**src/hdl/crn_pkg.sv**
```systemverilog
// ----------------------------------------------------------------------------
// crn_pkg: shared types and constants for the crop/resize/normalize block
// Holds the transaction payloads, the configuration record, the queue entry
// format and the fixed-point constants of the ImageNet normalization.
// ----------------------------------------------------------------------------
package crn_pkg;

    // Configuration port geometry and register indexes.
    localparam int CfgIndexW = 3;
    localparam int CfgDataW  = 16;

    typedef enum logic [CfgIndexW-1:0] {
        CFG_PIXEL_FORMAT = 3'd0,
        CFG_FRAME_WIDTH  = 3'd1,
        CFG_FRAME_HEIGHT = 3'd2,
        CFG_ROW_PITCH    = 3'd3,
        CFG_CHROMA_PITCH = 3'd4
    } cfg_index_t;

    // Frame formats and item kinds.
    localparam logic FMT_NV12     = 1'b0;
    localparam logic FMT_RGBA     = 1'b1;
    localparam logic FUNC_MAP     = 1'b0;
    localparam logic FUNC_CONVERT = 1'b1;

    // Datapath widths.
    localparam int CoordW = 14;
    localparam int AddrW  = 28;
    localparam int ProdW  = 21;
    localparam int NormW  = 16;

    // Queue between front and back.
    localparam int QueueDepth = 4;
    localparam int QueueIdxW  = 2;

    typedef struct packed {
        logic        pixel_format;
        logic [13:0] frame_width;
        logic [13:0] frame_height;
        logic [15:0] row_pitch;
        logic [15:0] chroma_pitch;
    } cfg_t;

    typedef struct packed {
        logic        func;
        logic [12:0] crop_left;
        logic [12:0] crop_top;
        logic [13:0] crop_right;
        logic [13:0] crop_bottom;
        logic [5:0]  out_col;
        logic [5:0]  out_row;
        logic [7:0]  luma_or_red;
        logic [7:0]  cb_or_green;
        logic [7:0]  cr_or_blue;
    } in_item_t;

    typedef struct packed {
        logic [AddrW-1:0]        pixel_address;
        logic [AddrW-1:0]        chroma_address;
        logic                    empty_crop;
        logic signed [NormW-1:0] red_norm;
        logic signed [NormW-1:0] green_norm;
        logic signed [NormW-1:0] blue_norm;
    } out_item_t;

    // Classified item as it waits for the back end.
    typedef struct packed {
        logic             func;
        logic             empty;
        logic [12:0]      x1;
        logic [12:0]      y1;
        logic [ProdW-1:0] prod_x;
        logic [ProdW-1:0] prod_y;
        logic [7:0]       red;
        logic [7:0]       green;
        logic [7:0]       blue;
    } q_item_t;

    // Normalization: out = floor(c * Gain - Off + Half) >> NormFrac, where
    // Gain = 4096000 / (255 * std) and Off = 4096 * 255 * mean / (255 * std),
    // both scaled by 2^NormFrac. The scaled error stays far below the gap to
    // the nearest rounding tie.
    localparam int NormFrac  = 28;
    localparam int NormGainW = 36;
    localparam int NormOffW  = 42;
    localparam int NormProdW = 44;
    localparam int NormValW  = 46;

    localparam logic [63:0] NormOne  = 64'd1 << NormFrac;
    localparam logic [63:0] NormDenR = 64'd58395;
    localparam logic [63:0] NormDenG = 64'd57120;
    localparam logic [63:0] NormDenB = 64'd57375;

    localparam logic [NormGainW-1:0] NormGainR =
        NormGainW'((64'd4096000 * NormOne + NormDenR / 64'd2) / NormDenR);
    localparam logic [NormGainW-1:0] NormGainG =
        NormGainW'((64'd4096000 * NormOne + NormDenG / 64'd2) / NormDenG);
    localparam logic [NormGainW-1:0] NormGainB =
        NormGainW'((64'd4096000 * NormOne + NormDenB / 64'd2) / NormDenB);

    localparam logic [NormOffW-1:0] NormOffR =
        NormOffW'((64'd4096 * 64'd255 * 64'd485 * NormOne + NormDenR / 64'd2) / NormDenR);
    localparam logic [NormOffW-1:0] NormOffG =
        NormOffW'((64'd4096 * 64'd255 * 64'd456 * NormOne + NormDenG / 64'd2) / NormDenG);
    localparam logic [NormOffW-1:0] NormOffB =
        NormOffW'((64'd4096 * 64'd255 * 64'd406 * NormOne + NormDenB / 64'd2) / NormDenB);

    localparam logic [NormValW-1:0] NormHalf = NormValW'(64'd1 << (NormFrac - 1));

endpackage

```
**src/hdl/crn_in_if.sv**
```systemverilog
// ----------------------------------------------------------------------------
// crn_in_if: input channel
// Valid/ready channel that carries one map or convert item per transaction.
// ----------------------------------------------------------------------------
interface crn_in_if;
    logic               valid;
    logic               ready;
    crn_pkg::in_item_t  data;

    modport source (output valid, output data, input ready);
    modport sink   (input valid, input data, output ready);
endinterface

```
**src/hdl/crn_out_if.sv**
```systemverilog
// ----------------------------------------------------------------------------
// crn_out_if: result channel
// Valid/ready channel that carries one result per transaction.
// ----------------------------------------------------------------------------
interface crn_out_if;
    logic                valid;
    logic                ready;
    crn_pkg::out_item_t  data;

    modport source (output valid, output data, input ready);
    modport sink   (input valid, input data, output ready);
endinterface

```
**src/hdl/crop_resize_nv12_normalize_top.sv**
```systemverilog
// ----------------------------------------------------------------------------
// crop_resize_nv12_normalize_top: crop, nearest-neighbour resize and normalize
// Map items give NV12 or RGBA fetch addresses of a cropped, resized frame;
// convert items give ImageNet-normalized RGB in signed Q4.12.
//
//   Channel   Kind          Width  Transfer
//   item      sink          91     valid && ready
//   result    source        105    valid && ready
//   cfg       write port    3+16   cfg_wr_en
//
// One item per cycle sustained while result.ready holds. The queue entry is
// written at the accepting edge itself; the item then passes through the
// three back stages, s1, s2 and the result register, before result.valid rises.
// Reset clears the queue and all stage valid flags and loads the default
// frame geometry. A stalled result fills the back stages and then the
// four-entry queue; item.ready drops only once the queue is full.
// ----------------------------------------------------------------------------
module crop_resize_nv12_normalize_top #(
    parameter int OUTPUT_SIZE = 64
) (
    input  logic                           clk,
    input  logic                           rst_n,
    crn_in_if.sink                         item,
    crn_out_if.source                      result,
    input  logic                           cfg_wr_en,
    input  logic [crn_pkg::CfgIndexW-1:0]  cfg_index,
    input  logic [crn_pkg::CfgDataW-1:0]   cfg_data
);

    crn_pkg::cfg_t     cfg_reg;
    crn_pkg::cfg_t     cfg_next;
    logic              queue_full;
    logic              push;
    crn_pkg::q_item_t  push_item;
    logic              pop;
    logic              head_valid;
    crn_pkg::q_item_t  head_item;

    // Configuration register writes; unknown indexes are ignored.
    always_comb
    begin
        cfg_next = cfg_reg;
        if (cfg_wr_en)
        begin
            unique case (cfg_index)
                crn_pkg::CFG_PIXEL_FORMAT: cfg_next.pixel_format = cfg_data[0];
                crn_pkg::CFG_FRAME_WIDTH:  cfg_next.frame_width  = cfg_data[13:0];
                crn_pkg::CFG_FRAME_HEIGHT: cfg_next.frame_height = cfg_data[13:0];
                crn_pkg::CFG_ROW_PITCH:    cfg_next.row_pitch    = cfg_data;
                crn_pkg::CFG_CHROMA_PITCH: cfg_next.chroma_pitch = cfg_data;
                default:                   cfg_next = cfg_reg;
            endcase
        end
    end

    always_ff @(posedge clk or negedge rst_n)
    begin
        if (!rst_n)
        begin
            cfg_reg.pixel_format <= crn_pkg::FMT_NV12;
            cfg_reg.frame_width  <= 14'd1920;
            cfg_reg.frame_height <= 14'd1080;
            cfg_reg.row_pitch    <= 16'd1920;
            cfg_reg.chroma_pitch <= 16'd1920;
        end
        else
        begin
            cfg_reg <= cfg_next;
        end
    end

    // Front end: intake and classification.
    crn_front u_front (
        .item         (item),
        .pixel_format (cfg_reg.pixel_format),
        .queue_full   (queue_full),
        .push         (push),
        .push_item    (push_item)
    );

    // Queue between the two sides.
    crn_fifo u_fifo (
        .clk        (clk),
        .rst_n      (rst_n),
        .push       (push),
        .push_item  (push_item),
        .pop        (pop),
        .full       (queue_full),
        .head_valid (head_valid),
        .head_item  (head_item)
    );

    // Back end: execution pipeline and result register.
    crn_back #(
        .OUTPUT_SIZE (OUTPUT_SIZE)
    ) u_back (
        .clk     (clk),
        .rst_n   (rst_n),
        .cfg     (cfg_reg),
        .q_valid (head_valid),
        .q_item  (head_item),
        .q_pop   (pop),
        .result  (result)
    );

endmodule

```
**src/hdl/crn_front.sv**
```systemverilog
// ----------------------------------------------------------------------------
// crn_front: item intake and classification
// Accepts input transactions while the queue has room, flags empty crops,
// forms the scaled position products and does the BT.601 color conversion of NV12 items.
// ----------------------------------------------------------------------------
module crn_front (
    crn_in_if.sink             item,
    input  logic               pixel_format,
    input  logic               queue_full,
    output logic               push,
    output crn_pkg::q_item_t   push_item
);

    logic signed [14:0] width_s;
    logic signed [14:0] height_s;
    logic [6:0]         col_odd;
    logic [6:0]         row_odd;
    logic signed [8:0]  u_s;
    logic signed [8:0]  v_s;
    logic signed [17:0] r_term;
    logic signed [17:0] g_term;
    logic signed [17:0] b_term;
    logic signed [10:0] r_sum;
    logic signed [10:0] g_sum;
    logic signed [10:0] b_sum;

    function automatic logic [7:0] clamp_byte(input logic signed [10:0] v);
        logic [7:0] res;
        if (v < 11'sd0)
        begin
            res = 8'd0;
        end
        else if (v > 11'sd255)
        begin
            res = 8'd255;
        end
        else
        begin
            res = v[7:0];
        end
        return res;
    endfunction

    // Handshake: a transaction goes straight into the queue.
    assign item.ready = !queue_full;
    assign push       = item.valid && !queue_full;

    // Crop size and the numerator (2*pos+1)*len of the nearest-neighbour map.
    always_comb
    begin
        width_s  = signed'({1'b0, item.data.crop_right}) - signed'({2'b00, item.data.crop_left});
        height_s = signed'({1'b0, item.data.crop_bottom}) - signed'({2'b00, item.data.crop_top});
        col_odd  = {item.data.out_col, 1'b1};
        row_odd  = {item.data.out_row, 1'b1};
    end

    // Integer BT.601; the shifts round toward minus infinity.
    always_comb
    begin
        u_s    = signed'({1'b0, item.data.cb_or_green}) - 9'sd128;
        v_s    = signed'({1'b0, item.data.cr_or_blue}) - 9'sd128;
        r_term = 18'sd359 * v_s;
        g_term = 18'sd88 * u_s + 18'sd183 * v_s;
        b_term = 18'sd454 * u_s;
        r_sum  = signed'({3'b000, item.data.luma_or_red}) + 11'(r_term >>> 8);
        g_sum  = signed'({3'b000, item.data.luma_or_red}) - 11'(g_term >>> 8);
        b_sum  = signed'({3'b000, item.data.luma_or_red}) + 11'(b_term >>> 8);
    end

    // Queue entry.
    always_comb
    begin
        push_item.func   = item.data.func;
        push_item.empty  = (width_s <= 15'sd0) || (height_s <= 15'sd0);
        push_item.x1     = item.data.crop_left;
        push_item.y1     = item.data.crop_top;
        push_item.prod_x = crn_pkg::ProdW'(col_odd * width_s[13:0]);
        push_item.prod_y = crn_pkg::ProdW'(row_odd * height_s[13:0]);
        if (pixel_format == crn_pkg::FMT_NV12)
        begin
            push_item.red   = clamp_byte(r_sum);
            push_item.green = clamp_byte(g_sum);
            push_item.blue  = clamp_byte(b_sum);
        end
        else
        begin
            push_item.red   = item.data.luma_or_red;
            push_item.green = item.data.cb_or_green;
            push_item.blue  = item.data.cr_or_blue;
        end
    end

endmodule

```
**src/hdl/crn_fifo.sv**
```systemverilog
// ----------------------------------------------------------------------------
// crn_fifo: queue between front and back
// Small register queue of classified items; push and pop may share a cycle.
// ----------------------------------------------------------------------------
module crn_fifo (
    input  logic              clk,
    input  logic              rst_n,
    input  logic              push,
    input  crn_pkg::q_item_t  push_item,
    input  logic              pop,
    output logic              full,
    output logic              head_valid,
    output crn_pkg::q_item_t  head_item
);

    crn_pkg::q_item_t                 entry_reg [crn_pkg::QueueDepth];
    logic [crn_pkg::QueueIdxW-1:0]    wr_ptr_reg;
    logic [crn_pkg::QueueIdxW-1:0]    wr_ptr_next;
    logic [crn_pkg::QueueIdxW-1:0]    rd_ptr_reg;
    logic [crn_pkg::QueueIdxW-1:0]    rd_ptr_next;
    logic [crn_pkg::QueueIdxW:0]      count_reg;
    logic [crn_pkg::QueueIdxW:0]      count_next;

    assign full       = (count_reg == (crn_pkg::QueueIdxW + 1)'(crn_pkg::QueueDepth));
    assign head_valid = (count_reg != '0);
    assign head_item  = entry_reg[rd_ptr_reg];

    // Pointer and fill count update.
    always_comb
    begin
        wr_ptr_next = push ? wr_ptr_reg + 1'b1 : wr_ptr_reg;
        rd_ptr_next = pop ? rd_ptr_reg + 1'b1 : rd_ptr_reg;
        count_next  = count_reg;
        if (push && !pop)
        begin
            count_next = count_reg + 1'b1;
        end
        else if (pop && !push)
        begin
            count_next = count_reg - 1'b1;
        end
    end

    always_ff @(posedge clk or negedge rst_n)
    begin
        if (!rst_n)
        begin
            wr_ptr_reg <= '0;
            rd_ptr_reg <= '0;
            count_reg  <= '0;
        end
        else
        begin
            wr_ptr_reg <= wr_ptr_next;
            rd_ptr_reg <= rd_ptr_next;
            count_reg  <= count_next;
        end
    end

    // Entry storage.
    always_ff @(posedge clk)
    begin
        if (push)
        begin
            entry_reg[wr_ptr_reg] <= push_item;
        end
    end

endmodule

```
**src/hdl/crn_back.sv**
```systemverilog
// ----------------------------------------------------------------------------
// crn_back: execution pipeline
// Three stages: reciprocal and gain multiplies, offset/clamp, then address
// multiplies into the result register.
// ----------------------------------------------------------------------------
module crn_back #(
    parameter int OUTPUT_SIZE = 64
) (
    input  logic              clk,
    input  logic              rst_n,
    input  crn_pkg::cfg_t     cfg,
    input  logic              q_valid,
    input  crn_pkg::q_item_t  q_item,
    output logic              q_pop,
    crn_out_if.source         result
);

    // Division by 2*OUTPUT_SIZE as a multiply by a rounded-up reciprocal;
    // exact for every numerator below 2^ProdW.
    localparam int Divisor    = 2 * OUTPUT_SIZE;
    localparam int RecipShift = 30;
    localparam logic [RecipShift-1:0] RecipMul =
        RecipShift'((2 ** RecipShift + Divisor - 1) / Divisor);
    localparam int RecipW = crn_pkg::ProdW + RecipShift;
    localparam int SumW   = crn_pkg::ProdW + 1;
    localparam int MulW   = 30;

    typedef struct packed {
        logic                              func;
        logic                              empty;
        logic [12:0]                       x1;
        logic [12:0]                       y1;
        logic [crn_pkg::ProdW-1:0]         quot_x;
        logic [crn_pkg::ProdW-1:0]         quot_y;
        logic [crn_pkg::NormProdW-1:0]     prod_r;
        logic [crn_pkg::NormProdW-1:0]     prod_g;
        logic [crn_pkg::NormProdW-1:0]     prod_b;
    } s1_t;

    typedef struct packed {
        logic                              func;
        logic                              empty;
        logic [crn_pkg::CoordW-1:0]        ix;
        logic [crn_pkg::CoordW-1:0]        iy;
        logic signed [crn_pkg::NormW-1:0]  red;
        logic signed [crn_pkg::NormW-1:0]  green;
        logic signed [crn_pkg::NormW-1:0]  blue;
    } s2_t;

    s1_t                 s1_reg;
    s1_t                 s1_next;
    logic                s1_valid_reg;
    s2_t                 s2_reg;
    s2_t                 s2_next;
    logic                s2_valid_reg;
    crn_pkg::out_item_t  out_reg;
    crn_pkg::out_item_t  out_next;
    logic                out_valid_reg;

    logic                s1_en;
    logic                s2_en;
    logic                out_en;

    logic [RecipW-1:0]   recip_x;
    logic [RecipW-1:0]   recip_y;

    logic [SumW-1:0]             sum_x;
    logic [SumW-1:0]             sum_y;
    logic [crn_pkg::CoordW-1:0]  hi_x;
    logic [crn_pkg::CoordW-1:0]  hi_y;
    logic signed [crn_pkg::NormValW-1:0] val_r;
    logic signed [crn_pkg::NormValW-1:0] val_g;
    logic signed [crn_pkg::NormValW-1:0] val_b;

    logic [MulW-1:0]             luma_prod;
    logic [MulW-1:0]             chroma_prod;

    // Stage enables: a stage moves when its successor is empty or moving.
    assign out_en = !out_valid_reg || result.ready;
    assign s2_en  = !s2_valid_reg || out_en;
    assign s1_en  = !s1_valid_reg || s2_en;
    assign q_pop  = q_valid && s1_en;

    assign result.valid = out_valid_reg;
    assign result.data  = out_reg;

    // Stage 1: reciprocal multiply for the map and gain multiply for convert.
    always_comb
    begin
        recip_x        = RecipW'(q_item.prod_x) * RecipW'(RecipMul);
        recip_y        = RecipW'(q_item.prod_y) * RecipW'(RecipMul);
        s1_next.func   = q_item.func;
        s1_next.empty  = q_item.empty;
        s1_next.x1     = q_item.x1;
        s1_next.y1     = q_item.y1;
        s1_next.quot_x = recip_x[RecipW-1:RecipShift];
        s1_next.quot_y = recip_y[RecipW-1:RecipShift];
        s1_next.prod_r = crn_pkg::NormProdW'(q_item.red) * crn_pkg::NormProdW'(crn_pkg::NormGainR);
        s1_next.prod_g = crn_pkg::NormProdW'(q_item.green) * crn_pkg::NormProdW'(crn_pkg::NormGainG);
        s1_next.prod_b = crn_pkg::NormProdW'(q_item.blue) * crn_pkg::NormProdW'(crn_pkg::NormGainB);
    end

    // Stage 2: offset and clamp of the coordinates, offset and rounding of the norms.
    always_comb
    begin
        sum_x = SumW'(s1_reg.x1) + SumW'(s1_reg.quot_x);
        sum_y = SumW'(s1_reg.y1) + SumW'(s1_reg.quot_y);
        hi_x  = (cfg.frame_width == '0) ? '0 : cfg.frame_width - 1'b1;
        hi_y  = (cfg.frame_height == '0) ? '0 : cfg.frame_height - 1'b1;
        val_r = signed'(crn_pkg::NormValW'(s1_reg.prod_r))
              - signed'(crn_pkg::NormValW'(crn_pkg::NormOffR)) + signed'(crn_pkg::NormHalf);
        val_g = signed'(crn_pkg::NormValW'(s1_reg.prod_g))
              - signed'(crn_pkg::NormValW'(crn_pkg::NormOffG)) + signed'(crn_pkg::NormHalf);
        val_b = signed'(crn_pkg::NormValW'(s1_reg.prod_b))
              - signed'(crn_pkg::NormValW'(crn_pkg::NormOffB)) + signed'(crn_pkg::NormHalf);

        s2_next.func  = s1_reg.func;
        s2_next.empty = s1_reg.empty;
        s2_next.ix    = (sum_x > SumW'(hi_x)) ? hi_x : sum_x[crn_pkg::CoordW-1:0];
        s2_next.iy    = (sum_y > SumW'(hi_y)) ? hi_y : sum_y[crn_pkg::CoordW-1:0];
        s2_next.red   = val_r[crn_pkg::NormFrac+crn_pkg::NormW-1:crn_pkg::NormFrac];
        s2_next.green = val_g[crn_pkg::NormFrac+crn_pkg::NormW-1:crn_pkg::NormFrac];
        s2_next.blue  = val_b[crn_pkg::NormFrac+crn_pkg::NormW-1:crn_pkg::NormFrac];
    end

    // Stage 3: byte addresses and result assembly.
    always_comb
    begin
        luma_prod   = MulW'(s2_reg.iy) * MulW'(cfg.row_pitch);
        chroma_prod = MulW'(s2_reg.iy[crn_pkg::CoordW-1:1]) * MulW'(cfg.chroma_pitch);
        out_next    = '0;
        if (s2_reg.func == crn_pkg::FUNC_MAP)
        begin
            if (s2_reg.empty)
            begin
                out_next.empty_crop = 1'b1;
            end
            else if (cfg.pixel_format == crn_pkg::FMT_NV12)
            begin
                out_next.pixel_address  = luma_prod[crn_pkg::AddrW-1:0]
                                        + crn_pkg::AddrW'(s2_reg.ix);
                out_next.chroma_address = chroma_prod[crn_pkg::AddrW-1:0]
                                        + crn_pkg::AddrW'({s2_reg.ix[crn_pkg::CoordW-1:1], 1'b0});
            end
            else
            begin
                out_next.pixel_address  = luma_prod[crn_pkg::AddrW-1:0]
                                        + crn_pkg::AddrW'({s2_reg.ix, 2'b00});
            end
        end
        else
        begin
            out_next.red_norm   = s2_reg.red;
            out_next.green_norm = s2_reg.green;
            out_next.blue_norm  = s2_reg.blue;
        end
    end

    // Stage valid flags.
    always_ff @(posedge clk or negedge rst_n)
    begin
        if (!rst_n)
        begin
            s1_valid_reg  <= 1'b0;
            s2_valid_reg  <= 1'b0;
            out_valid_reg <= 1'b0;
        end
        else
        begin
            if (s1_en)
            begin
                s1_valid_reg <= q_valid;
            end
            if (s2_en)
            begin
                s2_valid_reg <= s1_valid_reg;
            end
            if (out_en)
            begin
                out_valid_reg <= s2_valid_reg;
            end
        end
    end

    // Stage payloads.
    always_ff @(posedge clk)
    begin
        if (s1_en)
        begin
            s1_reg <= s1_next;
        end
        if (s2_en)
        begin
            s2_reg <= s2_next;
        end
        if (out_en)
        begin
            out_reg <= out_next;
        end
    end

endmodule
```
**src/flat_wrapper.sv**
```systemverilog
// flat-port wrapper written by rule: the top's interface ports become plain ports
module crop_resize_nv12_normalize_top_flat 
#(
    parameter int OUTPUT_SIZE = 64
)
  (clk, rst_n, cfg_wr_en, cfg_index, cfg_data, item_valid, item_data, item_ready, result_valid, result_data, result_ready);
  crn_in_if item_i ();
  crn_out_if result_i ();
  input  logic clk;
  input  logic rst_n;
  input  logic cfg_wr_en;
  input  logic [crn_pkg::CfgIndexW-1:0] cfg_index;
  input  logic [crn_pkg::CfgDataW-1:0] cfg_data;
  input wire logic [$bits(item_i.valid)-1:0] item_valid;
  input wire logic [$bits(item_i.data)-1:0] item_data;
  output wire logic [$bits(item_i.ready)-1:0] item_ready;
  output wire logic [$bits(result_i.valid)-1:0] result_valid;
  output wire logic [$bits(result_i.data)-1:0] result_data;
  input wire logic [$bits(result_i.ready)-1:0] result_ready;
  assign item_i.valid = item_valid;
  assign item_i.data = item_data;
  assign item_ready = item_i.ready;
  assign result_valid = result_i.valid;
  assign result_data = result_i.data;
  assign result_i.ready = result_ready;
  crop_resize_nv12_normalize_top #(.OUTPUT_SIZE(OUTPUT_SIZE)) u_core (.clk(clk), .rst_n(rst_n), .item(item_i), .result(result_i), .cfg_wr_en(cfg_wr_en), .cfg_index(cfg_index), .cfg_data(cfg_data));
endmodule
```
**config.mk**
```make
export PLATFORM = sky130hd
export DESIGN_NAME = crop_resize_nv12_normalize_top_flat
export DESIGN_NICKNAME = d
export VERILOG_FILES = /design/src/hdl/crn_pkg.sv /design/src/hdl/crn_in_if.sv /design/src/hdl/crn_out_if.sv /design/src/hdl/crop_resize_nv12_normalize_top.sv /design/src/hdl/crn_front.sv /design/src/hdl/crn_fifo.sv /design/src/hdl/crn_back.sv /design/src/flat_wrapper.sv
export SDC_FILE = /design/constraint.sdc
export NUM_CORES = 2
export LEC_CHECK = 0
export ABC_AREA = 0
export BUFFER_PORTS_ARGS = -buffer_cell sky130_fd_sc_hd__buf_2
export CELL_PAD_IN_SITES_DETAIL_PLACEMENT = 1
export CELL_PAD_IN_SITES_GLOBAL_PLACEMENT = 2
export CORE_MARGIN = 4
export CORE_UTILIZATION = 48
export DETAILED_ROUTE_END_ITERATION = 10
export PLACE_DENSITY = 0.85
export SYNTH_ARGS = -nofsm -noshare
export SYNTH_HDL_FRONTEND = slang
export SYNTH_HIERARCHICAL = 1
export SYNTH_SLANG_ARGS = --single-unit
```
**constraint.sdc**
```tcl
create_clock -name clk -period 21.8 [get_ports clk]
set_input_delay 3.27 -clock clk [delete_from_list [all_inputs] [get_ports clk]]
set_output_delay 3.27 -clock clk [all_outputs]
set_load 0.02 [all_outputs]
```
==> out/metrics.yaml <==
setup_path:
  cp.required_ns: 22.21
  path_max_fanout: 8
  end_kind: "flip-flop"
  critical_path.top_delay_family: "adder cells"
  critPathBufInv: 4
  crit_slowest_cell: "fa_1"
  crit_type: "input pin to flip-flop"
  arrival_ns: 10.55
  max_stage_delay_ns: 0.57
  start_kind: "input pin"
final_layout:
  area_delta_synth_final_pct: 7.88
  final_util_pct: 52.2
  drive_above_1_share_pct: 9.74
  final_cell_mix: "1,049 x inv_1, 813 x ha_1, 683 x fa_1, 683 x edfxtp_1, 560 x nand2_1"
  final_nets: 8191
  final_common_cell: "inv_1"
  largest_reg_flops: 320
  finish.instance_area_um2: 76100
  fillers: 15700
floorplan:
  die_area_um2: 153000
  initial_core_util_pct: 48.4
  core_region_area_um2: 146000
  rows: 140
  die_h_um: 391
  die_w_um: 391
  pin_count: 222
sta:
  finalHoldViolations: 0
  period_needed_ns: 10.13
  maxSlewHeadroom_pct: 19.9
  rsz0062_at_grt: "false"
  fmax_mhz: 98.7
  setup_viol: 0
  fin_skew_ns: 0.0358
  post-route-period-util_pct: 46.5
  tns_ns: 0
  slew_violations: 0
  worstMarginPinSlew_ns: 1.17
yosys:
  syn_nets: 8026
  yosys_warnings: 6
  avgSynthCellArea_um2: 11.0
  synth_area_um2: 70500
  postSynthCellCount: 6415
detailed_routing:
  via_per_inst: 5.50
  postRouteAntennaNets: 0
  drt-initial-drc-count: 2385
  vias: 47100
  dr.pass1.iters: 7
  wire_per_inst_um: 21.7
  drcViolationCount: 0
  drt-total-wl_um: 186000
clocking:
  root_buffer: "clkbuf_16"
  htreeDepth: 3
  cts_resized: 0
  path_clk_slew_ns: 0.06
  clock_latency_ns: 0.70
  cts_buffers: 84
  tritoncts: "done"
  cts_buffer_depth: 3
  cts_hold_buf: 0
  clock_sinks: 754
  cts_setup_buffers: 0
placement:
  portBuffers: 221
  dp_hpwl_um: 147000
  place_congestion: 0.867
  dpl_cell_area_um2: 73300
grt:
  grt_max_degree: 78
  grt_pass1_wl_um: 296000
  grt_overflow_total: 0
  grt_pass1_vias: 53000
  antenna_found_initial: 11
  grt.total_usage_pct: 24.8
hold_path:
  hp-class: "flip-flop to flip-flop"
run:
  drv_cap: 0
outcome:
  outcome: "complete, no violations"
==> final timing paths <==
check | slack, ns | cells past startpoint | from | to
min in group asynchronous | 2.71 | 1 | rst_n | u_core/cfg_reg[27]
max in group asynchronous | 18.26 | 1 | rst_n | u_core/u_fifo/rd_ptr_reg[1]
min | 0.41 | 0 | u_core/u_back/s1_reg[201] | u_core/u_back/s2_reg[77]
max reg2reg | 13.46 | 27 | u_core/cfg_reg[22] | u_core/u_back/result.data[95]
min reg2reg | 0.41 | 0 | u_core/u_back/s1_reg[201] | u_core/u_back/s2_reg[77]
max | 11.67 | 27 | item_data[9] | u_core/u_fifo/entry_reg[3][13]
==> cell type report <==
cell class	instances	area (µm²)	share of cell area, %
multi-input combinational	4436	43300	57.0
sequential	754	22300	29.3
inverter	1050	3940	5.18
tap	1917	2400	3.15
clock buffer	99	2180	2.86
timing repair buffer	254	1360	1.78
clock inverter	49	524	0.689
antenna	6	15.0	0.0197
==> through the flow <==
stage / std cells / hold WS [ns] / worst slack (ns)
3_5_place_dp: 8411 / 0.411 / 11.03
5_1_grt: 8561 / 0.421 / 11.24
4_1_cts: 8559 / 0.404 / 11.74
6_report: 8565 / 0.408 / 11.67
2_1_floorplan: 6415 / 0.400 / 11.45
3_3_place_gp: 8411 / 0.412 / 11.27
==> routing by layer <==
layer	track usage, %	part of all wire (%)
met1	33.0	45
met2	42.5	48
met3	3.14	3.9
met4	7.64	3.0
met5	0	0
Power is left out: the tool's default activity adds up to more than one toggle a clock period on the data nets, which glitch-free logic cannot reach.
